## src/sv/rsc_pkg.sv

```systemverilog
// Shared types and constants for the ray/sphere closest-hit block.
// Used by every module and interface of the block; depends on nothing.
package rsc_pkg;

   localparam int COORD_W   = 32;
   localparam int FRAC_BITS = 16;
   localparam int INDEX_W   = 16;
   localparam int T_W       = COORD_W - 1;
   localparam int V_W       = COORD_W + 1;
   // Dot products of three coordinate pairs need two bits of headroom plus sign.
   localparam int OPND_W    = 2 * COORD_W + 4;
   localparam int PROD_W    = 2 * OPND_W;
   localparam int ROOT_W    = OPND_W;
   localparam int REM_W     = ROOT_W + 3;
   localparam int NUM_W     = OPND_W + FRAC_BITS;
   localparam int STEP_W    = $clog2(NUM_W + 1);
   localparam int MUL_SHORT = V_W;
   localparam int MUL_LONG  = OPND_W;
   localparam int QUEUE_DEPTH = 2;
   localparam int QPTR_W    = $clog2(QUEUE_DEPTH);
   localparam int QCNT_W    = $clog2(QUEUE_DEPTH + 1);

   localparam logic [T_W-1:0] T_MAX = '1;

   typedef enum logic [2:0] {
      ST_IDLE, ST_ISSUE, ST_MUL, ST_ROOT, ST_DIFF, ST_DIV, ST_SAT, ST_DONE
   } back_state_type;

   typedef enum logic [3:0] {
      OP_S_X, OP_S_Y, OP_S_Z,
      OP_L_X, OP_L_Y, OP_L_Z,
      OP_A_X, OP_A_Y, OP_A_Z,
      OP_R2, OP_SS, OP_AC
   } mul_op_type;

   typedef struct packed {
      logic signed [V_W-1:0]     v_x;
      logic signed [V_W-1:0]     v_y;
      logic signed [V_W-1:0]     v_z;
      logic signed [COORD_W-1:0] d_x;
      logic signed [COORD_W-1:0] d_y;
      logic signed [COORD_W-1:0] d_z;
      logic [T_W-1:0]            radius;
      logic [INDEX_W-1:0]        prim_index;
      logic                      new_ray;
      logic                      dir_zero;
   } entry_type;

   typedef struct packed {
      logic                     start;
      logic signed [OPND_W-1:0] op_a;
      logic signed [OPND_W-1:0] op_b;
      logic [STEP_W-1:0]        steps;
   } mul_req_type;

   typedef struct packed {
      logic                     busy;
      logic                     done;
      logic signed [PROD_W-1:0] product;
   } mul_rsp_type;

   typedef struct packed {
      logic               this_hit;
      logic [T_W-1:0]     this_t;
      logic               any_hit_out;
      logic [T_W-1:0]     best_t_out;
      logic [INDEX_W-1:0] best_index_out;
   } rsp_payload_type;

endpackage

```

## src/sv/rsc_queue.sv

```systemverilog
// Short FIFO between the front end and the back end.
// Depends on rsc_pkg.
module rsc_queue (
   input  logic               clock,
   input  logic               reset,
   input  logic               push,
   input  rsc_pkg::entry_type push_entry,
   output logic               full,
   input  logic               pop,
   output logic               avail,
   output rsc_pkg::entry_type head
);

   rsc_pkg::entry_type               entries_ff [rsc_pkg::QUEUE_DEPTH];
   logic [rsc_pkg::QPTR_W-1:0]       wr_ptr_ff, wr_ptr_in;
   logic [rsc_pkg::QPTR_W-1:0]       rd_ptr_ff, rd_ptr_in;
   logic [rsc_pkg::QCNT_W-1:0]       count_ff, count_in;

   function automatic logic [rsc_pkg::QCNT_W-1:0] QCNT_one(input logic bit_in);
      QCNT_one = {{(rsc_pkg::QCNT_W-1){1'b0}}, bit_in};
   endfunction

   assign full  = (count_ff == rsc_pkg::QCNT_W'(rsc_pkg::QUEUE_DEPTH));
   assign avail = (count_ff != '0);
   assign head  = entries_ff[rd_ptr_ff];

   always_comb begin
      wr_ptr_in = push ? wr_ptr_ff + 1'b1 : wr_ptr_ff;
      rd_ptr_in = pop ? rd_ptr_ff + 1'b1 : rd_ptr_ff;
      count_in  = count_ff + QCNT_one(push) - QCNT_one(pop);
   end

   always_ff @(posedge clock) begin
      if (reset) begin
         wr_ptr_ff <= '0;
         rd_ptr_ff <= '0;
         count_ff  <= '0;
      end else begin
         wr_ptr_ff <= wr_ptr_in;
         rd_ptr_ff <= rd_ptr_in;
         count_ff  <= count_in;
      end
   end

   always_ff @(posedge clock) begin
      if (push) begin
         entries_ff[wr_ptr_ff] <= push_entry;
      end
   end

endmodule

```

## config.mk

```make
export PLATFORM = sky130hd
export DESIGN_NAME = rsc_queue
export DESIGN_NICKNAME = d
export VERILOG_FILES = /design/src/sv/rsc_pkg.sv /design/src/sv/rsc_queue.sv
export SDC_FILE = /design/constraint.sdc
export NUM_CORES = 1
export LEC_CHECK = 0
export BUFFER_PORTS_ARGS = -buffer_cell sky130_fd_sc_hd__buf_2
export CORE_AREA = 2 2 196 198
export CTS_BUF_LIST = sky130_fd_sc_hd__clkbuf_4
export CTS_CLUSTER_DIAMETER = 150
export DETAILED_ROUTE_END_ITERATION = 6
export DIE_AREA = 0 0 198 200
export GPL_TIMING_DRIVEN = 0
export PLACE_DENSITY = 0.74
export SETUP_SLACK_MARGIN = 0.4
export SLEW_MARGIN = 20
export SYNTH_ARGS = -nofsm -noshare
export SYNTH_HDL_FRONTEND = slang
export SYNTH_SLANG_ARGS = --single-unit
```

## constraint.sdc

```tcl
create_clock -name clock -period 19.1 [get_ports clock]
set_input_delay 0.955 -clock clock [delete_from_list [all_inputs] [get_ports clock]]
set_output_delay 0.955 -clock clock [all_outputs]
set_load 0.05 [all_outputs]
```

### Word level (Yosys, flattened, before mapping)

Memories as Yosys holds them, arrays and structs flattened. A register that Yosys moved wholly into a read port is not among the register bits.
Cells that the tools add are included.

* add/subtract/negate cells: 4
* equal/unequal tests: 1
* mux-type cells: 4
* reduce and logical (&&, ||, !) cells: 1

Operators by type and width (count)
* $mux W1: 4
* $add A1 B1 Y1 const B: 2
* $add A2 B1 Y2: 1
* $eq A2 B2 Y1 const B: 1
* $reduce_bool A2 Y1: 1
* $sub A2 B1 Y2: 1

* register bits after elaboration: 4
* bits in writable memories: 488
* input bits: 248
* logic and storage cells: 14
* memories: 1

Memories
* entries_ff: words 2, width 244, read ports 1, clocked after Yosys merged registers in 1, wr ports 1, line rsc_queue.sv:14 `rsc_pkg::entry_type entries_ff [rsc_pkg::QUEUE_DEPTH];`

### Logic depth before layout (Yosys ltp)

* depth after elaboration: 3
* mapped depth: 6

### Least setup slack after synthesis

No wires, ideal clock.

* kind: input -> register
* start: input port push
* end: memory entries_ff[0][0] in the netlist's numbering, enable pin
* library setup time: 882 ps
* data arrival time: 11458 ps
* required time: 18218 ps
* slack: 6760 ps
* stages on the path: 1
* path through: nor2b_1

* cells in the longest elaborated chain, start to end: 2

Ends and longest elaborated chain
* start, declared: line rsc_queue.sv:6 `input logic push,`
* $mux W1: line rsc_queue.sv:46 `if (push) begin`
* $mux W1 (implied by the code): line rsc_queue.sv:47 `entries_ff[wr_ptr_ff] <= push_entry;`
* end, declared: line rsc_queue.sv:14

Every way passes these cells.

==> impl_metrics.toml <==
[synth]
syn-num-nets = 1030
synth_area_per_cell_um2 = 23.69
yosysTopAreaCellShare = 0.7932
yosysWarnings = 0
syn_inst = 780
yosys_register_bits = 493
synthTopCellsByArea = "edfxtp_1, mux2_4, mux2_2"
synth_cell_types = 14
syn-cell-area_um2 = 18480
synth_seq_area_share = 0.7986
synth.largest_area_cell = "edfxtp_1"

[floorplanning]
die_height_um = 200
die_area_um2 = 39600
die_w_um = 198
io_pins = 494
core-area_um2 = 37400
rows = 71
start_util = 0.4940

[setup_path]
criticalPathCategory = "flop to output pin"
endpoint_kind = "output pin"
start_kind = "flop"
crit_arrival_ps = 2280
crit_required_ps = 18150
path_max_fanout = 10

[timing]
rsz0062_at_grt = "no"
slew-limit-headroom = 0.5976
fmax_ghz = 0.3092
period_needed_ps = 3234
worst_slack_ps = 15870
tns_ps = 0
slew_violations = 0
skew_ps = 26.37
period_share = 0.1693
setup_violations = 0
hold_viol = 0
tightest_slew_ps = 602.3

[worst_hold_path]
worstHoldPathType = "input pin to flop"

[flow_run]
cap_viol_max_count = 0

[power]
p_int_uw = 1857
p_sw_uw = 730.2
total_power_uw = 2587
pwr-share-clk = 0.315
seq_power_share = 0.494
comb_power_share = 0.191
cellLeakagePower_uw = 0.009364
switching_share = 0.2822
irDropWorstVdd_v = 0.00007561
power.density_nw_per_um2 = 110.0

[cells_and_area]
final_common_cell = "buf_2"
fillers = 2702
syn2layout_area_growth_pct = 27.28
regArea_um2 = 14750
nets = 1663
multi_input_area_um2 = 3470
layout-drive-gt1-share = 0.6506
layout_common_cells = "buf_2, edfxtp_1, clkbuf_4"
fin_area_um2 = 23520

[grt]
gr-total-overflow = 0
grtUsageTotal = 0.1912
grt_pass1_vias = 10417
grt_first_pass_wirelength_mm = 56.12
grt_max_degree = 52
antenna_found_initial = 13

[drt]
ant_nets = 0
first_iter_violations = 313
num_vias = 9746
drtPass1Iterations = 4
drc = 0
viasPerCell = 4.837
routed_wl_mm = 38.98
wl_per_cell_um = 19.34

[clocking]
root_buffer = "clkbuf_4"
post_cts_resized = 0
numCtsBuffers = 121
h-tree-depth = 3
cts.path.max_buffers = 3
cts_num_sinks = 493
cts_tree = "done"
post_cts_buffers = 0
clk_latency_ps = 770
cts_hold_buffers = 0
clk_pin_slew_ps = 70

[placement]
place_ws_ps = 16280
gp_congestion = 0.7503
dpl_cell_area_um2 = 22020
dp_hpwl_mm = 27.95
io_buffers = 493

[outcome]
outcome = "finished clean"
[power by group through the flow]
stage                     clock (µW)  combinational, µW  sequential, µW
after floorplan                    0                363            1320
after global placement             0                476            1330
after detailed placement           0                499            1300
after CTS                        847                500            1280
after global routing             900                516            1280
final                            814                494            1280
[Yosys cell counts]
| master | instances |
|---|---|
| edfxtp_1 | 488 |
| mux2_4 | 160 |
| or2_2 | 1 |
| mux2_2 | 84 |
| and2_1 | 1 |
| nor2b_1 | 3 |
| dfxtp_1 | 5 |
| inv_1 | 2 |
| xnor3_1 | 1 |
| xnor2_1 | 2 |
| buf_6 | 19 |
| buf_2 | 8 |
| nor2_1 | 4 |
| ha_1 | 2 |
[flip-flops by register name, indices dropped and copies added (netlist names), named ones only]
name / flops
count_ff: 2
entries_ff: 488
rd_ptr_ff: 1
wr_ptr_ff: 1
[path summary, 6_finish.rpt]
kind | from | endpoint | slack [ps] | cells after the start
setup / recovery | flop | head[113] | 15870 | 5
hold / removal | push_entry[87] | entries_ff[0][87]$_DFFE_PP_ | 360 | 1
setup reg to reg | wr_ptr_ff$_SDFFE_PP0P_ | entries_ff[0][194]$_DFFE_PP_ | 17060 | 5
hold reg to reg | rd_ptr_ff$_SDFFE_PP0P_ | flop | 510 | 2
[critical path, stage by stage (launching register included)]
cell and delay [ps]:
dfxtp_1 320, buf_6 170, buf_6 220, buf_6 230
mux2_4 330, buf_2 230
[final cells by class]
cell class	instances	share of cell area
inverters	2	0.0003193
multi-input cells	258	0.1475
clock buffers	178	0.05683
repair buffers	510	0.1232
well taps	511	0.02719
flip-flops and latches	493	0.6274
diodes	13	0.001383
plain buffers	27	0.01080
clock inverters	23	0.005268
[per-stage QoR]
step | hold WS (ps) | cells | utilization
after floorplan | 479.9 | 780 | -
after global placement | 496.0 | 1784 | 0.5771
after detailed placement | 511.8 | 1801 | 0.5888
after CTS | 217.7 | 2002 | 0.6279
after global routing | 232.0 | 2011 | 0.6285
final | 356.0 | 2015 | 0.6288
[metal layers]
layer | wire (µm) | track usage | vias to the layer above
met5 | 27 | 0 | -
met4 | 1565 | 0.1100 | 4
met3 | 3574 | 0.07527 | 99
met2 | 20370 | 0.3358 | 419
met1 | 13440 | 0.1944 | 4741
li1 | - | - | 4483
[cells by family (layout without fill, tap and decap cells)]
group,Yosys count,in the layout,synth area share
adder cells (fa/ha/maj),2,2,0.001354
buffers and inverters,29,740,0.01415
other,0,13,0
multiplexers,244,244,0.1812
flip-flops,493,493,0.7986
AND/OR/NAND/NOR,9,9,0.002506
XOR/XNOR,3,3,0.002167
(Power assumes the default switching activity.)
