$ cat src/sv/rsc_pkg.sv
// Shared types and constants for the ray/sphere closest-hit block.
// Used by every module and interface of the block; depends on nothing.
package rsc_pkg;

   localparam int COORD_W   = 32;
   localparam int FRAC_BITS = 16;
   localparam int INDEX_W   = 16;
   localparam int T_W       = COORD_W - 1;
   localparam int V_W       = COORD_W + 1;
   // Dot products of three coordinate pairs need two bits of headroom plus sign.
   localparam int OPND_W    = 2 * COORD_W + 4;
   localparam int PROD_W    = 2 * OPND_W;
   localparam int ROOT_W    = OPND_W;
   localparam int REM_W     = ROOT_W + 3;
   localparam int NUM_W     = OPND_W + FRAC_BITS;
   localparam int STEP_W    = $clog2(NUM_W + 1);
   localparam int MUL_SHORT = V_W;
   localparam int MUL_LONG  = OPND_W;
   localparam int QUEUE_DEPTH = 2;
   localparam int QPTR_W    = $clog2(QUEUE_DEPTH);
   localparam int QCNT_W    = $clog2(QUEUE_DEPTH + 1);

   localparam logic [T_W-1:0] T_MAX = '1;

   typedef enum logic [2:0] {
      ST_IDLE, ST_ISSUE, ST_MUL, ST_ROOT, ST_DIFF, ST_DIV, ST_SAT, ST_DONE
   } back_state_type;

   typedef enum logic [3:0] {
      OP_S_X, OP_S_Y, OP_S_Z,
      OP_L_X, OP_L_Y, OP_L_Z,
      OP_A_X, OP_A_Y, OP_A_Z,
      OP_R2, OP_SS, OP_AC
   } mul_op_type;

   typedef struct packed {
      logic signed [V_W-1:0]     v_x;
      logic signed [V_W-1:0]     v_y;
      logic signed [V_W-1:0]     v_z;
      logic signed [COORD_W-1:0] d_x;
      logic signed [COORD_W-1:0] d_y;
      logic signed [COORD_W-1:0] d_z;
      logic [T_W-1:0]            radius;
      logic [INDEX_W-1:0]        prim_index;
      logic                      new_ray;
      logic                      dir_zero;
   } entry_type;

   typedef struct packed {
      logic                     start;
      logic signed [OPND_W-1:0] op_a;
      logic signed [OPND_W-1:0] op_b;
      logic [STEP_W-1:0]        steps;
   } mul_req_type;

   typedef struct packed {
      logic                     busy;
      logic                     done;
      logic signed [PROD_W-1:0] product;
   } mul_rsp_type;

   typedef struct packed {
      logic               this_hit;
      logic [T_W-1:0]     this_t;
      logic               any_hit_out;
      logic [T_W-1:0]     best_t_out;
      logic [INDEX_W-1:0] best_index_out;
   } rsp_payload_type;

endpackage

$ cat src/sv/rsc_req_if.sv
// Request channel: one ray/sphere test per transfer.
// Depends on rsc_pkg for field widths.
interface rsc_req_if;
   logic                                      valid;
   logic                                      ready;
   logic signed [rsc_pkg::COORD_W-1:0]        origin_x;
   logic signed [rsc_pkg::COORD_W-1:0]        origin_y;
   logic signed [rsc_pkg::COORD_W-1:0]        origin_z;
   logic signed [rsc_pkg::COORD_W-1:0]        dir_x;
   logic signed [rsc_pkg::COORD_W-1:0]        dir_y;
   logic signed [rsc_pkg::COORD_W-1:0]        dir_z;
   logic signed [rsc_pkg::COORD_W-1:0]        center_x;
   logic signed [rsc_pkg::COORD_W-1:0]        center_y;
   logic signed [rsc_pkg::COORD_W-1:0]        center_z;
   logic [rsc_pkg::T_W-1:0]                   radius;
   logic [rsc_pkg::INDEX_W-1:0]               prim_index;
   logic                                      new_ray;

   modport source (output valid, origin_x, origin_y, origin_z, dir_x, dir_y, dir_z,
                   center_x, center_y, center_z, radius, prim_index, new_ray,
                   input ready);
   modport sink (input valid, origin_x, origin_y, origin_z, dir_x, dir_y, dir_z,
                 center_x, center_y, center_z, radius, prim_index, new_ray,
                 output ready);
endinterface

$ cat src/sv/rsc_front.sv
// Front end: accepts requests, forms center minus origin and flags a zero direction.
// Depends on rsc_pkg and rsc_req_if.
module rsc_front (
   rsc_req_if.sink              req_ch,
   input  logic                 q_full,
   output logic                 q_push,
   output rsc_pkg::entry_type   q_entry
);

   assign req_ch.ready = !q_full;
   assign q_push       = req_ch.valid && !q_full;

   always_comb begin
      q_entry.v_x = rsc_pkg::V_W'(req_ch.center_x) - rsc_pkg::V_W'(req_ch.origin_x);
      q_entry.v_y = rsc_pkg::V_W'(req_ch.center_y) - rsc_pkg::V_W'(req_ch.origin_y);
      q_entry.v_z = rsc_pkg::V_W'(req_ch.center_z) - rsc_pkg::V_W'(req_ch.origin_z);
      q_entry.d_x = req_ch.dir_x;
      q_entry.d_y = req_ch.dir_y;
      q_entry.d_z = req_ch.dir_z;
      q_entry.radius     = req_ch.radius;
      q_entry.prim_index = req_ch.prim_index;
      q_entry.new_ray    = req_ch.new_ray;
      // A zero direction can never hit, so the back end skips the arithmetic.
      q_entry.dir_zero = (req_ch.dir_x == '0) && (req_ch.dir_y == '0) &&
                         (req_ch.dir_z == '0);
   end

endmodule

$ cat src/flat_wrapper.sv
// flat-port wrapper written by rule: the top's interface ports become plain ports
module rsc_front_flat 
  (q_full, q_push, q_entry, req_ch_valid, req_ch_origin_x, req_ch_origin_y, req_ch_origin_z, req_ch_dir_x, req_ch_dir_y, req_ch_dir_z, req_ch_center_x, req_ch_center_y, req_ch_center_z, req_ch_radius, req_ch_prim_index, req_ch_new_ray, req_ch_ready);
  rsc_req_if req_ch_i ();
  input  logic q_full;
  output logic q_push;
  output rsc_pkg::entry_type q_entry;
  input wire logic [$bits(req_ch_i.valid)-1:0] req_ch_valid;
  input wire logic [$bits(req_ch_i.origin_x)-1:0] req_ch_origin_x;
  input wire logic [$bits(req_ch_i.origin_y)-1:0] req_ch_origin_y;
  input wire logic [$bits(req_ch_i.origin_z)-1:0] req_ch_origin_z;
  input wire logic [$bits(req_ch_i.dir_x)-1:0] req_ch_dir_x;
  input wire logic [$bits(req_ch_i.dir_y)-1:0] req_ch_dir_y;
  input wire logic [$bits(req_ch_i.dir_z)-1:0] req_ch_dir_z;
  input wire logic [$bits(req_ch_i.center_x)-1:0] req_ch_center_x;
  input wire logic [$bits(req_ch_i.center_y)-1:0] req_ch_center_y;
  input wire logic [$bits(req_ch_i.center_z)-1:0] req_ch_center_z;
  input wire logic [$bits(req_ch_i.radius)-1:0] req_ch_radius;
  input wire logic [$bits(req_ch_i.prim_index)-1:0] req_ch_prim_index;
  input wire logic [$bits(req_ch_i.new_ray)-1:0] req_ch_new_ray;
  output wire logic [$bits(req_ch_i.ready)-1:0] req_ch_ready;
  assign req_ch_i.valid = req_ch_valid;
  assign req_ch_i.origin_x = req_ch_origin_x;
  assign req_ch_i.origin_y = req_ch_origin_y;
  assign req_ch_i.origin_z = req_ch_origin_z;
  assign req_ch_i.dir_x = req_ch_dir_x;
  assign req_ch_i.dir_y = req_ch_dir_y;
  assign req_ch_i.dir_z = req_ch_dir_z;
  assign req_ch_i.center_x = req_ch_center_x;
  assign req_ch_i.center_y = req_ch_center_y;
  assign req_ch_i.center_z = req_ch_center_z;
  assign req_ch_i.radius = req_ch_radius;
  assign req_ch_i.prim_index = req_ch_prim_index;
  assign req_ch_i.new_ray = req_ch_new_ray;
  assign req_ch_ready = req_ch_i.ready;
  rsc_front u_core (.req_ch(req_ch_i), .q_full(q_full), .q_push(q_push), .q_entry(q_entry));
endmodule
$ cat config.mk
export PLATFORM = sky130hd
export DESIGN_NAME = rsc_front_flat
export DESIGN_NICKNAME = d
export VERILOG_FILES = /design/src/sv/rsc_pkg.sv /design/src/sv/rsc_req_if.sv /design/src/sv/rsc_front.sv /design/src/flat_wrapper.sv
export SDC_FILE = /design/constraint.sdc
export NUM_CORES = 1
export LEC_CHECK = 0
export BUFFER_PORTS_ARGS = -buffer_cell sky130_fd_sc_hd__buf_2
export CAP_MARGIN = 0
export CORE_AREA = 2 2 230 232
export DETAILED_ROUTE_END_ITERATION = 16
export DIE_AREA = 0 0 232 234
export PLACE_DENSITY = 0.44
export SLEW_MARGIN = 20
export SYNTH_ARGS = -nofsm -noshare
export SYNTH_HDL_FRONTEND = slang
export SYNTH_SLANG_ARGS = --single-unit
$ cat constraint.sdc
create_clock -name vclk -period 6.9
set_clock_uncertainty 0.2 [all_clocks]
set_input_delay 0 -clock vclk [all_inputs]
set_output_delay 0 -clock vclk [all_outputs]
set_load 0.005 [all_outputs]
# Word-level counts from Yosys, hierarchy flattened
# Cells that the tools add are included.
# word_totals
in_bits,338
reg_bits,0
elab_cells,10
# op_classes
n_reduce_logical,7
n_addsub,3
# op_table
cell,count
$sub A32 B32 Y33,3
$logic_not A32 Y1,3
$logic_and A1 B1 Y1,3
$logic_not A1 Y1,1

# Longest topological paths before layout
# Gate-level depths: netlist of the first run.
# depth
ltp_word,3
ltp_mapped,11
ltp_nobuf,11

# Least setup slack after synthesis of the first run
# Ideal clock, no wire load.
# synth_timing
path_type,input to output
from,in req_ch_center_x[0]
to,out q_entry[243] (netlist name)
t_arrival_ps,2159
required_time_ps,6700
cell_stages,11
setup_slack_ps,4541
path_buffers,0
path_cell_list,inv_1 > ha_1 > fa_1 > nor2b_4 > o31a_1 > o41ai_1 > o21ai_0 > o31ai_1 > a32oi_1 > a21oi_1 > a221o_1
# synth_lines
element,line,rtl
"start, declared",flat_wrapper.sv:15,input wire logic [$bits(req_ch_i.center_x)-1:0] req_ch_center_x;
"end, declared",flat_wrapper.sv:7,output rsc_pkg::entry_type q_entry;

==> results of run 1 <==
==> through the flow <==
step | std cells | instance area (µm²) | hold slack (ps) | utilization, %
CTS | 2102 | 9690 | 0.541 | 18.6
global route | 2106 | 9700 | 6.35 | 18.7
global placement | 2021 | 8880 | -200 | 17.1
detailed placement | 2021 | 8880 | -200 | 17.1
floorplan | 1000 | 6700 | -173 | -
finish | 2108 | 9710 | -5.23 | 18.7
==> kinds of logic (layout without fill, tap and decap cells) <==
logic type,count (synthesis),in the layout,synth area share [%]
adder cells (fa/ha/maj),99,99,18.8
buffers and inverters,292,706,24.5
other,0,6,0
AND/OR/NAND/NOR,249,249,19.0
AO/OA/AOI/OAI,275,275,26.6
XOR/XNOR,84,84,11.0
multiplexers,1,1,0.149
==> cell type report <==
class              instances  area (µm²)
repair buffers           571        3270
inverters                135         507
well taps                688         861
multi-input cells        708        5060
fillers                 6004       42300
diodes                     6        15.0
==> metal layers <==
metal  wire length, µm  vias to the layer above
met5                34                        -
met4              1700                        4
met3              2570                       54
met2             22700                      406
met1             15100                     4118
li1                  -                     4211
==> cell usage in the layout (no fill, tap or decap), types with 15 or more instances in the layout <==
| cell type | instances |
|---|---|
| buf_2 | 488 |
| inv_1 | 135 |
| ha_1 | 96 |
| a21oi_1 | 87 |
| dlygate4sd3_1 | 81 |
| nand2_1 | 58 |
| xnor2_1 | 54 |
| nor2_1 | 53 |
| o21ai_0 | 44 |
| a21o_1 | 39 |
| xor2_1 | 30 |
| nor4_1 | 25 |
| nand4_1 | 21 |
| nand3_1 | 20 |
| nor3_1 | 15 |
==> worst paths after layout <==
check                       to              from  depth (start not counted)  slack, ps
setup / recovery    q_entry[0]  req_ch_dir_y[25]                          7       3760
hold / removal    q_entry[104]  req_ch_dir_y[23]                          2         -5
==> power by group through the flow <==
stage,clock [mW],combinational [mW],sequential (mW)
floorplan,0,0.521,0
global placement,0,0.892,0
detailed placement,0,0.888,0
CTS,0,0.937,0
global route,0.0000000778,1.03,0
finish,0.000000117,0.932,0
==> what timing repair did <==
item	in CTS	in global routing
hold buffers	81	0
hold endpoints to repair	81	0
endpoints found under the setup margin	0	0
==> qor.yml, run 1 <==
timing:
  fmax_ghz: 0.319
  slew-limit-headroom_pct: 35.8
  setup_tns_ps: 0
  hold_viol: 1
  min_period_ps: 3140
  rsz0062_at_grt: "false"
  timing.final.ws_setup_ps: 3760
  worst_pin_slew_ps: 954
  whs_ps: -5.23
  finalCritPeriodShare_pct: 45.5
  final_max_slew_viol_count: 0
  setup_viol: 0
place:
  dpl.hpwl_um: 37600
  place_ws_ps: 3650
  io_buffers: 488
  place.gp.congestion: 0.868
yosys:
  syn_avg_cell_area_um2: 6.70
  synth_cell_types: 64
  netlist.area_leader.share_pct: 17.9
  yosysMostFrequentCell: "buf_4"
  synth_top_cell_by_area: "ha_1"
  yosysWarnings: 0
  syn-num-nets: 1437
  synth.area.top_cells: "ha_1 18%, buf_4 16%, inv_1 7.6%, xnor2_1 7.1%, a21oi_1 6.5%"
  synth_commonest_cells: "144 x buf_4, 135 x inv_1, 96 x ha_1"
  synth_area_um2: 6700
  syn_inst: 1000
  seq_area_frac_synth_pct: 0
worst_setup_path:
  end_kind: "primary output"
  arrival_ps: 2940
  cpPeakStageDelay_ps: 820
  crit_path_frequent_cell: "buf_2"
  critPathKind: "in2out"
  start_kind: "primary input"
  cp.buffers_inverters: 3
  path_max_fanout: 2
  critPathSlowestCell: "nor4_1"
  cp_top_family: "simple AND/OR/NAND/NOR gates"
  worstPathCellList: "dlygate4sd3_1 -> buf_2 -> nor4_1 -> nand4_1 -> or4_1 -> nor3_1 -> buf_2"
  crit_required_ps: 6700
drt:
  drc: 0
  final_antenna_net_count: 0
  dr.first_iter.drc_count: 424
  routed_wl_um: 42000
  viasPerCell: 4.17
  vias: 8793
  routedWlPerCell_um: 19.9
  first_pass_iters: 5
finish:
  final_nets: 1853
  drive_above_1_share_pct: 35.6
  synthToLayoutAreaGrowth_pct: 44.9
  seq_cell_count: 0
  seqCellArea_um2: 0
  clkbuf_count: 0
floorplanning:
  ios: 584
  die-area_um2: 54300
  start_util_pct: 12.9
  fp.dieW_um: 232
  core_area_um2: 52000
  rows: 84
  die_h_um: 234
power:
  powerDensity_nw_per_um2: 96.0
  ir_drop_v: 0.0000379
  switching_power_mw: 0.517
  power_leakage_nw: 5.16
  power_frac_seq_pct: 0
  power_frac_comb_pct: 100.0
  swShare_pct: 55.4
  clkPwrFrac_pct: 0
  power.internal_mw: 0.415
  p_total_mw: 0.932
grt:
  grtUsageMet1_pct: 14.7
  use_met3_pct: 2.40
  gr-usage-all-layers_pct: 14.2
  grt_pass1_wl_um: 56500
  grtUsageMet2_pct: 28.8
  grt_max_degree: 10
  grt.busiest_layer: "met2"
  grt_overflow_total: 0
  antenna_found_initial: 14
  grt_pass1_vias: 8371
run_status:
  violations: "negative hold slack"
  status: "finished, violations left"
run:
  cap_viol_max_count: 0
clock_tree:
  cts-resized-gates: 0
  cts_setup_buffers: 0
min_path:
  min-delay-path-class: "in2out"
(Power assumes the default switching activity.)
==> run 2: changes to the inputs <==
- clock period: 6.9 -> 2.9 ns (I/O delays scaled with it)
==> run 2 against run 1 <==
Net effect:
- the flow still finishes with violations (negative hold slack)
- non-clock buffer count rose by 51
- cell count rose by 2.8%
- core utilization up 1.0 points
- critical path depth up 1
- sequential share of layout area stayed put
- largest cell class unchanged
- largest power group unchanged
==> qor.yml, run 2 (synthesis results as in run 1) <==
grt:
  grt_pass1_vias: 8728
  grt_pass1_wl_um: 57900
  grt_max_degree: 9
  grt_overflow_total: 0
  gr-usage-all-layers_pct: 14.4
  antenna_found_initial: 19
timing:
  timing.final.ws_setup_ps: 89.0
  min_period_ps: 2810
  hold_viol: 2
  whs_ps: -1.38
  setup_tns_ps: 0
  slew-limit-headroom_pct: 65.1
  final_max_slew_viol_count: 0
  finalCritPeriodShare_pct: 96.9
  setup_viol: 0
  fmax_ghz: 0.356
  worst_pin_slew_ps: 517
min_path:
  min-delay-path-class: "in2out"
power:
  powerDensity_nw_per_um2: 229
  power_leakage_nw: 5.42
  ir_drop_v: 0.0000968
floorplanning:
  die_h_um: 234
  fp.dieW_um: 232
  rows: 84
  ios: 584
  start_util_pct: 12.9
  die-area_um2: 54300
  core_area_um2: 52000
worst_setup_path:
  end_kind: "primary output"
  path_max_fanout: 2
  start_kind: "primary input"
  critPathKind: "in2out"
  arrival_ps: 2610
  crit_required_ps: 2700
drt:
  final_antenna_net_count: 0
  drc: 0
  routed.top_layer: "met5"
  vias: 8986
  dr.first_iter.drc_count: 472
  wl_met3_um: 3120
  routed_wl_um: 42500
  wl_met1_um: 14700
  routedWlPerCell_um: 19.6
  first_pass_iters: 6
  met2WireLength_um: 23000
  viasPerCell: 4.15
finish:
  final_cells: 2166
  layout_common_cells: "488 x buf_2, 135 x inv_1, 95 x ha_1"
  final_util_pct: 19.7
  layout_commonest_cell: "buf_2"
  final_nets: 1904
  synthToLayoutAreaGrowth_pct: 52.8
  stdcell_area_um2: 10200
  clkbuf_count: 0
  drive_above_1_share_pct: 39.0
  multi_input_area_um2: 5170
  seqCellArea_um2: 0
  seq_cell_count: 0
  n_fill_cell: 6000
place:
  dp.cells: 2069
  io_buffers: 488
  dpl.hpwl_um: 38200
  dpl-instance-area_um2: 9260
  place.gp.congestion: 0.849
  place_ws_ps: -113
run:
  cap_viol_max_count: 0
run_status:
  violations: "negative hold slack"
  status: "finished, violations left"
[run 2: report_power, final]
part           leakage (nW)  switching, mW   total [mW]  internal [mW]
Clock             0.0000824              0  0.000000607    0.000000607
Combinational          5.42           1.26         2.34           1.08
Sequential                0              0            0              0
[run 2: per-layer routing]
metal | global-route usage (%) | vias up
met5 | 0 | -
met3 | 2.97 | 56
met4 | 4.77 | 4
li1 | - | 4318
met1 | 14.5 | 4150
met2 | 29.1 | 458
[run 2: layout make-up]
cell class	instances	area share (%)
Antenna cell	13	0.318
Multi-Input combinational cell	708	50.5
Timing Repair Buffer	622	35.8
Inverter	135	4.95
Tap cell	688	8.41
[run 2: worst paths after layout]
path	start	endpoint	slack, ps	depth (start not counted)
setup / recovery	req_ch_dir_y[28]	q_entry[0]	90	8
hold / removal	req_ch_dir_x[26]	q_entry[139]	-1	2
[run 2: critical path: stages]
cell	delay, ps
dlygate4sd3_1	530
buf_2	130
nor4_2	410
buf_4	230
nand4_1	210
or4_1	640
nor3_1	290
buf_2	170
[run 2: what timing repair did]
item | CTS | global route
endpoints found under the setup margin | 6 | 18
resized for setup | 9 | 14
endpoints found under the hold margin | 80 | 0
pin swaps | 4 | 4
hold buffers | 80 | 0
buffers inserted | 0 | 4
[run 2: per-stage QoR]
step,power (mW),hold WS [ps]
after global routing,2.58,4.23
after floorplan,1.24,-173
after detailed placement,2.22,-200
after global placement,2.23,-200
final,2.34,-1.38
after CTS,2.35,0.442
