$ cat config.mk
export PLATFORM = sky130hd
export DESIGN_NAME = rsc_mul
export DESIGN_NICKNAME = d
export VERILOG_FILES = /design/src/sv/rsc_pkg.sv /design/src/sv/rsc_mul.sv
export SDC_FILE = /design/constraint.sdc
export NUM_CORES = 1
export LEC_CHECK = 0
export BUFFER_PORTS_ARGS = -buffer_cell sky130_fd_sc_hd__buf_4
export CAP_MARGIN = 20
export CORE_MARGIN = 2
export CORE_UTILIZATION = 58
export CTS_BUF_LIST = sky130_fd_sc_hd__clkbuf_4
export DETAILED_ROUTE_END_ITERATION = 10
export GPL_TIMING_DRIVEN = 0
export PLACE_DENSITY_LB_ADDON = 0.3
export SYNTH_ARGS = -nofsm -noshare
export SYNTH_HDL_FRONTEND = slang
export SYNTH_SLANG_ARGS = --single-unit
$ cat constraint.sdc
create_clock -name clock -period 6.54 [get_ports clock]
set_input_delay 0.654 -clock clock [delete_from_list [all_inputs] [get_ports clock]]
set_output_delay 0.654 -clock clock [all_outputs]
set_load 0.02 [all_outputs]
$ cat src/sv/rsc_pkg.sv
// Shared types and constants for the ray/sphere closest-hit block.
// Used by every module and interface of the block; depends on nothing.
package rsc_pkg;

   localparam int COORD_W   = 32;
   localparam int FRAC_BITS = 16;
   localparam int INDEX_W   = 16;
   localparam int T_W       = COORD_W - 1;
   localparam int V_W       = COORD_W + 1;
   // Dot products of three coordinate pairs need two bits of headroom plus sign.
   localparam int OPND_W    = 2 * COORD_W + 4;
   localparam int PROD_W    = 2 * OPND_W;
   localparam int ROOT_W    = OPND_W;
   localparam int REM_W     = ROOT_W + 3;
   localparam int NUM_W     = OPND_W + FRAC_BITS;
   localparam int STEP_W    = $clog2(NUM_W + 1);
   localparam int MUL_SHORT = V_W;
   localparam int MUL_LONG  = OPND_W;
   localparam int QUEUE_DEPTH = 2;
   localparam int QPTR_W    = $clog2(QUEUE_DEPTH);
   localparam int QCNT_W    = $clog2(QUEUE_DEPTH + 1);

   localparam logic [T_W-1:0] T_MAX = '1;

   typedef enum logic [2:0] {
      ST_IDLE, ST_ISSUE, ST_MUL, ST_ROOT, ST_DIFF, ST_DIV, ST_SAT, ST_DONE
   } back_state_type;

   typedef enum logic [3:0] {
      OP_S_X, OP_S_Y, OP_S_Z,
      OP_L_X, OP_L_Y, OP_L_Z,
      OP_A_X, OP_A_Y, OP_A_Z,
      OP_R2, OP_SS, OP_AC
   } mul_op_type;

   typedef struct packed {
      logic signed [V_W-1:0]     v_x;
      logic signed [V_W-1:0]     v_y;
      logic signed [V_W-1:0]     v_z;
      logic signed [COORD_W-1:0] d_x;
      logic signed [COORD_W-1:0] d_y;
      logic signed [COORD_W-1:0] d_z;
      logic [T_W-1:0]            radius;
      logic [INDEX_W-1:0]        prim_index;
      logic                      new_ray;
      logic                      dir_zero;
   } entry_type;

   typedef struct packed {
      logic                     start;
      logic signed [OPND_W-1:0] op_a;
      logic signed [OPND_W-1:0] op_b;
      logic [STEP_W-1:0]        steps;
   } mul_req_type;

   typedef struct packed {
      logic                     busy;
      logic                     done;
      logic signed [PROD_W-1:0] product;
   } mul_rsp_type;

   typedef struct packed {
      logic               this_hit;
      logic [T_W-1:0]     this_t;
      logic               any_hit_out;
      logic [T_W-1:0]     best_t_out;
      logic [INDEX_W-1:0] best_index_out;
   } rsp_payload_type;

endpackage

$ cat src/sv/rsc_mul.sv
// Serial signed multiplier, one multiplier bit per cycle on magnitudes.
// Depends on rsc_pkg.
module rsc_mul (
   input  logic                 clock,
   input  logic                 reset,
   input  rsc_pkg::mul_req_type mul_req,
   output rsc_pkg::mul_rsp_type mul_rsp
);

   logic                              busy_ff, busy_in;
   logic                              done_ff, done_in;
   logic                              neg_ff, neg_in;
   logic [rsc_pkg::PROD_W-1:0]        mcand_ff, mcand_in;
   logic [rsc_pkg::OPND_W-1:0]        mplier_ff, mplier_in;
   logic [rsc_pkg::PROD_W-1:0]        acc_ff, acc_in;
   logic [rsc_pkg::STEP_W-1:0]        steps_ff, steps_in;
   logic [rsc_pkg::OPND_W-1:0]        mag_a, mag_b;

   always_comb begin
      mag_a = mul_req.op_a[rsc_pkg::OPND_W-1] ? -mul_req.op_a : mul_req.op_a;
      mag_b = mul_req.op_b[rsc_pkg::OPND_W-1] ? -mul_req.op_b : mul_req.op_b;
      busy_in   = busy_ff;
      done_in   = 1'b0;
      neg_in    = neg_ff;
      mcand_in  = mcand_ff;
      mplier_in = mplier_ff;
      acc_in    = acc_ff;
      steps_in  = steps_ff;
      if (mul_req.start) begin
         busy_in   = 1'b1;
         neg_in    = mul_req.op_a[rsc_pkg::OPND_W-1] ^ mul_req.op_b[rsc_pkg::OPND_W-1];
         mcand_in  = rsc_pkg::PROD_W'(mag_a);
         mplier_in = mag_b;
         acc_in    = '0;
         steps_in  = mul_req.steps;
      end else if (busy_ff) begin
         if (mplier_ff[0]) begin
            acc_in = acc_ff + mcand_ff;
         end
         mcand_in  = mcand_ff << 1;
         mplier_in = mplier_ff >> 1;
         steps_in  = steps_ff - 1'b1;
         if (steps_ff == rsc_pkg::STEP_W'(1)) begin
            busy_in = 1'b0;
            done_in = 1'b1;
         end
      end
   end

   always_ff @(posedge clock) begin
      if (reset) begin
         busy_ff <= 1'b0;
         done_ff <= 1'b0;
      end else begin
         busy_ff <= busy_in;
         done_ff <= done_in;
      end
   end

   always_ff @(posedge clock) begin
      neg_ff    <= neg_in;
      mcand_ff  <= mcand_in;
      mplier_ff <= mplier_in;
      acc_ff    <= acc_in;
      steps_ff  <= steps_in;
   end

   assign mul_rsp.busy    = busy_ff;
   assign mul_rsp.done    = done_ff;
   assign mul_rsp.product = neg_ff ? -$signed(acc_ff) : $signed(acc_ff);

endmodule

Word level (Yosys, flattened, before mapping):

Index checks and enable logic that the tools add are counted.

* shifts and indexed selects: 0
* $lt $le $gt $ge: 0
* divide/modulo/power cells: 0
* add/sub/neg operators: 5
* bitwise gates (word level): 2
* multiply operators: 0
* muxes and demuxes: 13
* reductions and logical operators: 3
* equality and inequality tests: 1

Operators by type and width (count)
* $mux 68: 6
* $add 136x136->136: 1
* $mux 136: 1
* $neg 136->136: 1
* $neg 68->68: 2
* $mux 7: 2
* $eq 7x1->1 const B: 1
* $sub 7x1->7 const B: 1
* $mux 1: 4
* $reduce_or 3->1: 1
* $reduce_and 2->1: 1
* $reduce_bool 2->1: 1
* $not 1->1: 1
* $xor 1x1->1: 1

* flip-flop bits (word level): 350
* input bits: 146
* memories kept: 0
* output and inout port bits: 138
* word-level logic and storage cells: 32
* bits in latches: 0
* bits in writable memories: 0
* memory bits (read-only): 0

Longest topological paths before layout:

Gate-level depths: netlist of run 1.

* depth in word-level cells: 4
* mapped depth: 13
* gate-level depth less buffers: 13

Worst setup path after synthesis of run 1:

No wires, ideal clock.

* path type: flip-flop to output port
* start: register acc_ff[6] in the netlist's numbering
* end: output mul_rsp[131] in the netlist's numbering
* path buffers: 1
* data required time: 5.886 ns
* arrival: 3.893 ns
* stages on the path, launching flop included: 13
* slack: 1.993 ns
* cell sequence: dfxtp_1 -> or4_4 -> nor4_4 -> nand4_2 -> nor4_4 -> nand4_2 -> or4_4 -> or3_4 -> or2_4 -> or3_1 -> buf_6 -> o41ai_4 -> xnor2_1

RTL lines
* start, declared: line rsc_mul.sv:15 `logic [rsc_pkg::PROD_W-1:0] acc_ff, acc_in;`
* start signal, assigned: line rsc_mul.sv:64 `acc_ff <= acc_in;`
* end, declared: line rsc_mul.sv:7 `output rsc_pkg::mul_rsp_type mul_rsp`

==> results of run 1 <==
## metrics by stage
stage	instance area (sq um)	util, %	instances	hold slack, ps	setup WS (ps)
floorplan	27800	-	3550	468	1990
global placement	30700	64.5	4448	492	839
detailed placement	30800	64.7	4453	495	906
CTS	32100	67.5	4632	31.7	155
global route	32100	67.6	4640	10.2	45.6
finish	32100	67.6	4640	73.2	100
## how the worst max path moves through the flow
stage | startpoint | end | slack, ps | cells after the start
6_report | acc_ff[6] | mul_rsp[131] | 100 | 14
4_1_cts | acc_ff[6] | mul_rsp[131] | 160 | 13
3_5_place_dp | mcand_ff[9] | acc_ff[135] | 910 | 13
2_1_floorplan | acc_ff[6] | mul_rsp[131] | 1990 | 12
3_3_place_gp | mcand_ff[15] | acc_ff[100] | 840 | 13
5_1_grt | acc_ff[6] | mul_rsp[131] | 50 | 14
## cell families after synthesis
logic type | after synthesis | synth area share, %
compound gates | 1054 | 22.8
xor+xnor | 395 | 12.4
fa+ha+maj | 141 | 6.38
buf+inv | 256 | 3.53
flops | 350 | 30.4
mux | 85 | 3.12
simple gates | 1269 | 21.3
## critical path, delay by kind of cell (launching register included)
kind / cells / cell delay, ps
buf+inv: 3 / 530
flops: 1 / 390
compound gates: 1 / 260
simple gates: 9 / 3590
xor+xnor: 1 / 170
## registers in the layout, summed over array words and instances, names as in the netlist
signal     cells
mplier_ff     68
done_ff        1
acc_ff       136
steps_ff       7
busy_ff        1
mcand_ff     136
neg_ff         1
## placed cells by master, fill, tap and decap left out, drive strengths merged, types with 144 or more instances in the layout
master    n
a21oi   450
buf     317
clkbuf  316
dfxtp   206
edfxtp  144
nand2   487
nor2    345
o21ai   244
xnor2   220
xor2    175
## power breakdown
part / switching, mW / internal [mW] / leakage (nW)
Sequential: 0.172 / 2.45 / 3.08
Clock: 1.01 / 1.14 / 0.777
Combinational: 1.57 / 0.901 / 8.62
## layer usage
| metal | part of all wire [%] | wire length [um] | vias to the layer above |
|---|---|---|---|
| li1 | - | - | 13726 |
| met1 | 42 | 43600 | 13835 |
| met2 | 43 | 44500 | 1613 |
| met3 | 11 | 11300 | 276 |
| met4 | 4.9 | 5090 | 0 |
| met5 | 0 | 0 | - |
## cell type report
| cell class | count | area share, % |
|---|---|---|
| tap | 615 | 2.39 |
| sequential | 350 | 26.3 |
| multi-input combinational | 2944 | 57.2 |
| antenna | 5 | 0.0389 |
| timing repair buffer | 292 | 7.00 |
| clock buffer | 154 | 3.60 |
| clock inverter | 24 | 0.479 |
| inverter | 67 | 0.782 |
| buffer | 189 | 2.27 |
## timing repair
item | CTS | global route
hold endpoints to repair | 2 | 0
hold buffers | 1 | 0
buffers inserted | 0 | 2
gates resized for setup | 0 | 2
endpoints found under the setup margin | 0 | 2
==> run metrics, run 1 <==
run status=complete, no violations; final period utilization=98.5%; count leader, synth=nand2_1; overall die height=~220 um; Total GRT Usage=roughly two fifths; total count of hold-check failures in the final report=0; number of max-slew violations in the final report=0; CTS Root Cell=clkbuf_4; Hold Path Sink=steps_ff[6]; syn avg cell area=7.83 sq um; Post-synth EDFFs=~140; Post-Syn Nets=3837; Seq/Total Area, Yosys=between 30 and 40%; cell type with the highest aggregate area in the netlist=edfxtp_1; busiest layer in global routing=met2; clock period minus final worst setup slack=between 6000 and 7000 ps; startpoint of the tightest hold check path=mul_req[6]; type of the tightest min-delay check=input pin to register; Worst EP arrival=roughly 5800 ps; number of nets with antenna violations after routing=0; GRT met2 Usage=just over 60%; flop-to-flop setup slack=approximately 660 ps; number of standard cells after synthesis=between 3000 and 4000; Power Total=approximately 7.3 mW; Wirelength per Cell=between 20 and 25 um; met1 Usage GRT=56.5%; fraction of registers with async set or reset after synthesis=0%; # fillers=between 4000 and 5000; area taken by multi-input logic gates=around 18000 sq um; Setup TNS Final=0 ps; relative slew slack=18.2%; origin of the critical flop-to-flop path=mcand_ff[10]; die width=roughly 220 um; prevailing post-synth register cell=dfxtp_1; DRT Pass-1 Iters=6; worst path cell trace=or4_4 > nor4_4 > nand4_2 > nor4_4 > buf_4 > nand4_2 > or4_4 > or3_4 > or2_4 > or3_1 > buf_6 > o41ai_4 > xnor2_1 > buf_4; quantity of I/O buffers inserted on ports=about 280; critical path's largest stage delay=690 ps; H-tree Lvls=3; TritonCTS clock tree=done; type of element launching the critical path=register; overall via count from detail_route=29450; global route overflow=0; HPWL after detailed placement=roughly 82 mm; antenna violations before repair=2; list of most frequent post-synthesis cells=nand2_1, a21oi_1, nor2_1, o21ai_0, xnor2_1; drt total wl=~100 mm; Final Wtd Congestion=around 1.1; Yosys warning total=0; effective utilization at floorplan=58.4%; Core Rows=80; worst hold path stage count=3; Clock Skews=48.6 ps; fraction of final layout cells sized beyond drive strength 1=a little over an eighth; post-synth design cell area=between 20000 and 30000 sq um; DR iter-0 viols=~3700; unrepaired setup endpoints after global routing=false; leakage=around 12 nW; Reg area=~8400 sq um; routed via count divided by cell count=6.35; type of the setup path with the least slack=register to primary output; Skew-Pair Late Insertion Delay=about 880 ps; max cap viols=0; signed area change from the synthesized netlist to the final layout=15.7%; Residual DRC=0; placeable core area=47500 sq um; crit path capture type=primary output; worst reg-to-reg path cell count=13; biggest fanout along the worst timing path=8; total power density per cell area=226 nW/um^2; Total Nets Final=4227; met3 layer usage reported by global route=under 10%; Num CTS Buffers=96; IR drop worst, VDD=0.000172 V; pin count of the biggest net entering global routing=70; vias in the first global route=between 20000 and 30000; Slew @ Worst Pin=about 1200 ps; Synth top area share=15.6%; Clock Sinks=between 300 and 400; Slowest cell on crit path=or4_4; buffer levels on the longest clock path=3; die area=between 40000 and 50000 sq um; end of the worst register-to-register path=acc_ff[135]; Top Ports=284; count of state elements after synthesis=350; clock-pin slew on the worst setup and hold paths=~70 ps; first-pass GRT wire length=between 150 and 200 mm; count of endpoints failing setup in the final report=0; post-synthesis cell type count=81; required arrival time at the worst endpoint=5890 ps; Fmax=0.155 GHz; synth top area cells=edfxtp_1, dfxtp_1, a21oi_1
Note: power is estimated with default switching activity, not from simulation.
==> inputs of run 2 (changes only) <==
--- a/config.mk
+++ b/config.mk
@@ -6,9 +6,9 @@
 export NUM_CORES = 1
 export LEC_CHECK = 0
 export BUFFER_PORTS_ARGS = -buffer_cell sky130_fd_sc_hd__buf_4
-export CAP_MARGIN = 20
+export CAP_MARGIN = 5
 export CORE_MARGIN = 2
-export CORE_UTILIZATION = 58
+export CORE_UTILIZATION = 56
 export CTS_BUF_LIST = sky130_fd_sc_hd__clkbuf_4
 export DETAILED_ROUTE_END_ITERATION = 10
 export GPL_TIMING_DRIVEN = 0
==> constraint.sdc (replaced) <==
create_clock -name clock -period 5.9 [get_ports clock]
set_input_delay 0.885 -clock clock [delete_from_list [all_inputs] [get_ports clock]]
set_output_delay 0.885 -clock clock [all_outputs]
set_load 0.02 [all_outputs]
==> run 2 against run 1 <==
Effect of this change: the run now ends with setup timing left; total power increased by 10%; non-clock buffer count increased by 5; cell area increased by 0.57%; setup slack got worse by 280 ps; critical path depth decreased by 1; clock skew increased by 8.5 ps; clock power increased by 6%; flip-flop and latch count unchanged; clock-buffer cell count decreased by 9; final cell count increased by 1.0%.
==> run metrics, run 2 (synthesis gave the netlist of run 1 again) <==
unrepaired setup endpoints after global routing=true; die area=51400 sq um (+3.5%); number of max-slew violations in the final report=0 (unchanged); run status=finished, violations left; Residual DRC=0 (unchanged); placeable core area=49000 sq um (+3.0%); buffer levels on the longest clock path=3 (unchanged); quantity of I/O buffers inserted on ports=283 (unchanged); count of endpoints failing setup in the final report=8 (+8); H-tree Lvls=3 (unchanged); fraction of final layout cells sized beyond drive strength 1=13.7% (+0.62 points); drt total wl=104 mm (-0.88%); CTS Root Cell=clkbuf_4; global route overflow=0 (unchanged); pin count of the biggest net entering global routing=71 (+1.4%); final cell count without fillers=4688 (+1.0%); Clock Skews=57.1 ps (+8.47 ps); Pint=4.90 mW (+9.0%); Hold Path Sink=busy_ff; antenna violations before repair=2 (unchanged); highest-count cells in the layout ignoring fill and taps=nand2_1, a21oi_1, nor2_1; total net switching power=3.08 mW (+12%); leakage=12.5 nW (about the same); crit path capture type=primary output; die width=227 um (+1.7%); number of nets with antenna violations after routing=0 (unchanged); Power Total=7.98 mW (+10%); largest registers ranked by flip-flop count=acc_ff x136, mcand_ff x136, mplier_ff x68; first-pass GRT wire length=154 mm (-2.1%); worst hold slack=208 ps (+135 ps); DR iter-0 viols=3518 (-4.2%); least setup slack across all paths after layout=-183 ps (-284 ps); routed via count divided by cell count=6.29 (-0.88%); overall die height=227 um (+1.7%); IR drop worst, VDD=0.000206 V (+20%); Final Wtd Congestion=1.05 (-1.4%); Wirelength per Cell=22.1 um (-1.9%); launching element of the worst setup path=acc_ff[9]; Num CTS Buffers=97 (+1.0%); type of the setup path with the least slack=register to primary output; required arrival time at the worst endpoint=5020 ps (-870 ps); DRT Pass-1 Iters=6 (unchanged); vias in the first global route=27026 (-1.1%); effective utilization at floorplan=56.8% (-1.7 points); flop-to-flop setup slack=80 ps (-580 ps); # fillers=4442 (+4.9%); part of the total power dissipated in combinational logic=34.8% (+0.7 points); dpl cells=4501 (+1.1%); max cap viols=0 (unchanged); switching share of power=38.6% (+0.60 points); power share of the clock group=28.7% (-1.0 points); worst reg-to-reg path cell count=13 (unchanged); commonest non-fill, non-tap cell in the layout=nand2_1; clock period minus final worst setup slack=between 6000 and 7000 ps; total power density per cell area=247 nW/um^2 (+9.5%); overall via count from detail_route=29494 (+0.15%); Slew @ Worst Pin=1270 ps (+47.1 ps); TritonCTS clock tree=done; end of the worst register-to-register path=acc_ff[135]; origin of the critical flop-to-flop path=mcand_ff[10]; portion of total power attributed to sequential cells=36.4% (+0.2 points); type of the tightest min-delay check=input pin to register; Total Nets Final=4233 (+0.14%); Total GRT Usage=39.2% (-1.7 points); startpoint of the tightest hold check path=reset; Fmax=about 0.16 GHz; Skew-Pair Late Insertion Delay=900 ps (+20 ps); worst hold path stage count=2 (-1); final period utilization=103%; Worst EP arrival=5200 ps (-590 ps); violations in the final reports=setup timing; signed area change from the synthesized netlist to the final layout=16.3%; relative slew slack=14.5% (-3.7 points); HPWL after detailed placement=81.0 mm (-1.6%); Core Rows=81 (+1.3%); type of element launching the critical path=register; biggest fanout along the worst timing path=8 (unchanged); Clock Sinks=350 (unchanged); Top Ports=284 (unchanged); clock-pin slew on the worst setup and hold paths=70 ps (about the same); total count of hold-check failures in the final report=0 (unchanged)
run 2: cell count changes in the layout (fill, tap and decap cells not counted), sizes merged, moves of 2 or more:
cell	delta
buf	+6
clkbuf	-9
clkinv	+5
diode	-2
run 2: worst max-delay path, cell delays in order (launching register included):
cell and delay, ps:
dfxtp_2 320, or4_4 560, nor4_4 320, nand4_2 240, nor4_4 280, buf_6 180
nand4_4 160, or4_4 590, or3_4 420, or2_4 240, or3_4 440, o41ai_4 240
xnor2_1 160, buf_4 170
run 2: power groups by stage:
stage	combinational (mW)	clock, mW	sequential [mW]
6_report	2.78	2.29	2.91
5_1_grt	2.96	2.42	2.91
4_1_cts	2.69	2.29	2.89
3_5_place_dp	2.64	0	2.94
3_3_place_gp	2.61	0	2.94
2_1_floorplan	1.70	0	2.86
run 2: final cells by class:
cell class / count / area (sq um) / share of cell area (%)
clock inverters: 29 / 149 / 0.461
well taps: 664 / 831 / 2.57
clock buffers: 145 / 1090 / 3.37
multi-input cells: 2944 / 18500 / 57.3
inverters: 67 / 251 / 0.778
plain buffers: 188 / 718 / 2.22
repair buffers: 298 / 2290 / 7.09
diodes: 3 / 7.51 / 0.0232
flip-flops and latches: 350 / 8460 / 26.2
run 2: worst max-delay path by stage:
| stage | end | slack, ps |
|---|---|---|
| 6_report | mul_rsp[131] | -180 |
| 5_1_grt | mul_rsp[131] | -270 |
| 4_1_cts | mul_rsp[131] | -140 |
| 3_5_place_dp | mul_rsp[128] | 190 |
| 3_3_place_gp | mul_rsp[128] | 200 |
| 2_1_floorplan | mul_rsp[131] | 1120 |
run 2: timing repair:
item                       4_1_cts  5_1_grt
setup endpoints to repair       33       24
pin swaps                       15        8
buffers inserted                 8        3
gates resized for setup         24       18
hold buffers                     0        0
run 2: layer usage:
| metal | up-vias | global-route usage [%] | share of wire (%) |
|---|---|---|---|
| met5 | - | 0 | 0 |
| met2 | 1603 | 58.2 | 42 |
| met4 | 0 | 19.6 | 5.3 |
| met3 | 321 | 7.83 | 10 |
| li1 | 13700 | - | - |
| met1 | 13870 | 54.1 | 42 |
run 2: per-stage QoR:
step	instance area, sq um	worst slack [ps]	util (%)	TNS, ps
final	32300	-183	66.0	-1050
after global routing	32300	-275	66.0	-1590
after CTS	32200	-137	65.8	-824
after detailed placement	30800	186	63.0	0
after global placement	30700	204	62.8	0
after floorplan	27800	1120	-	0
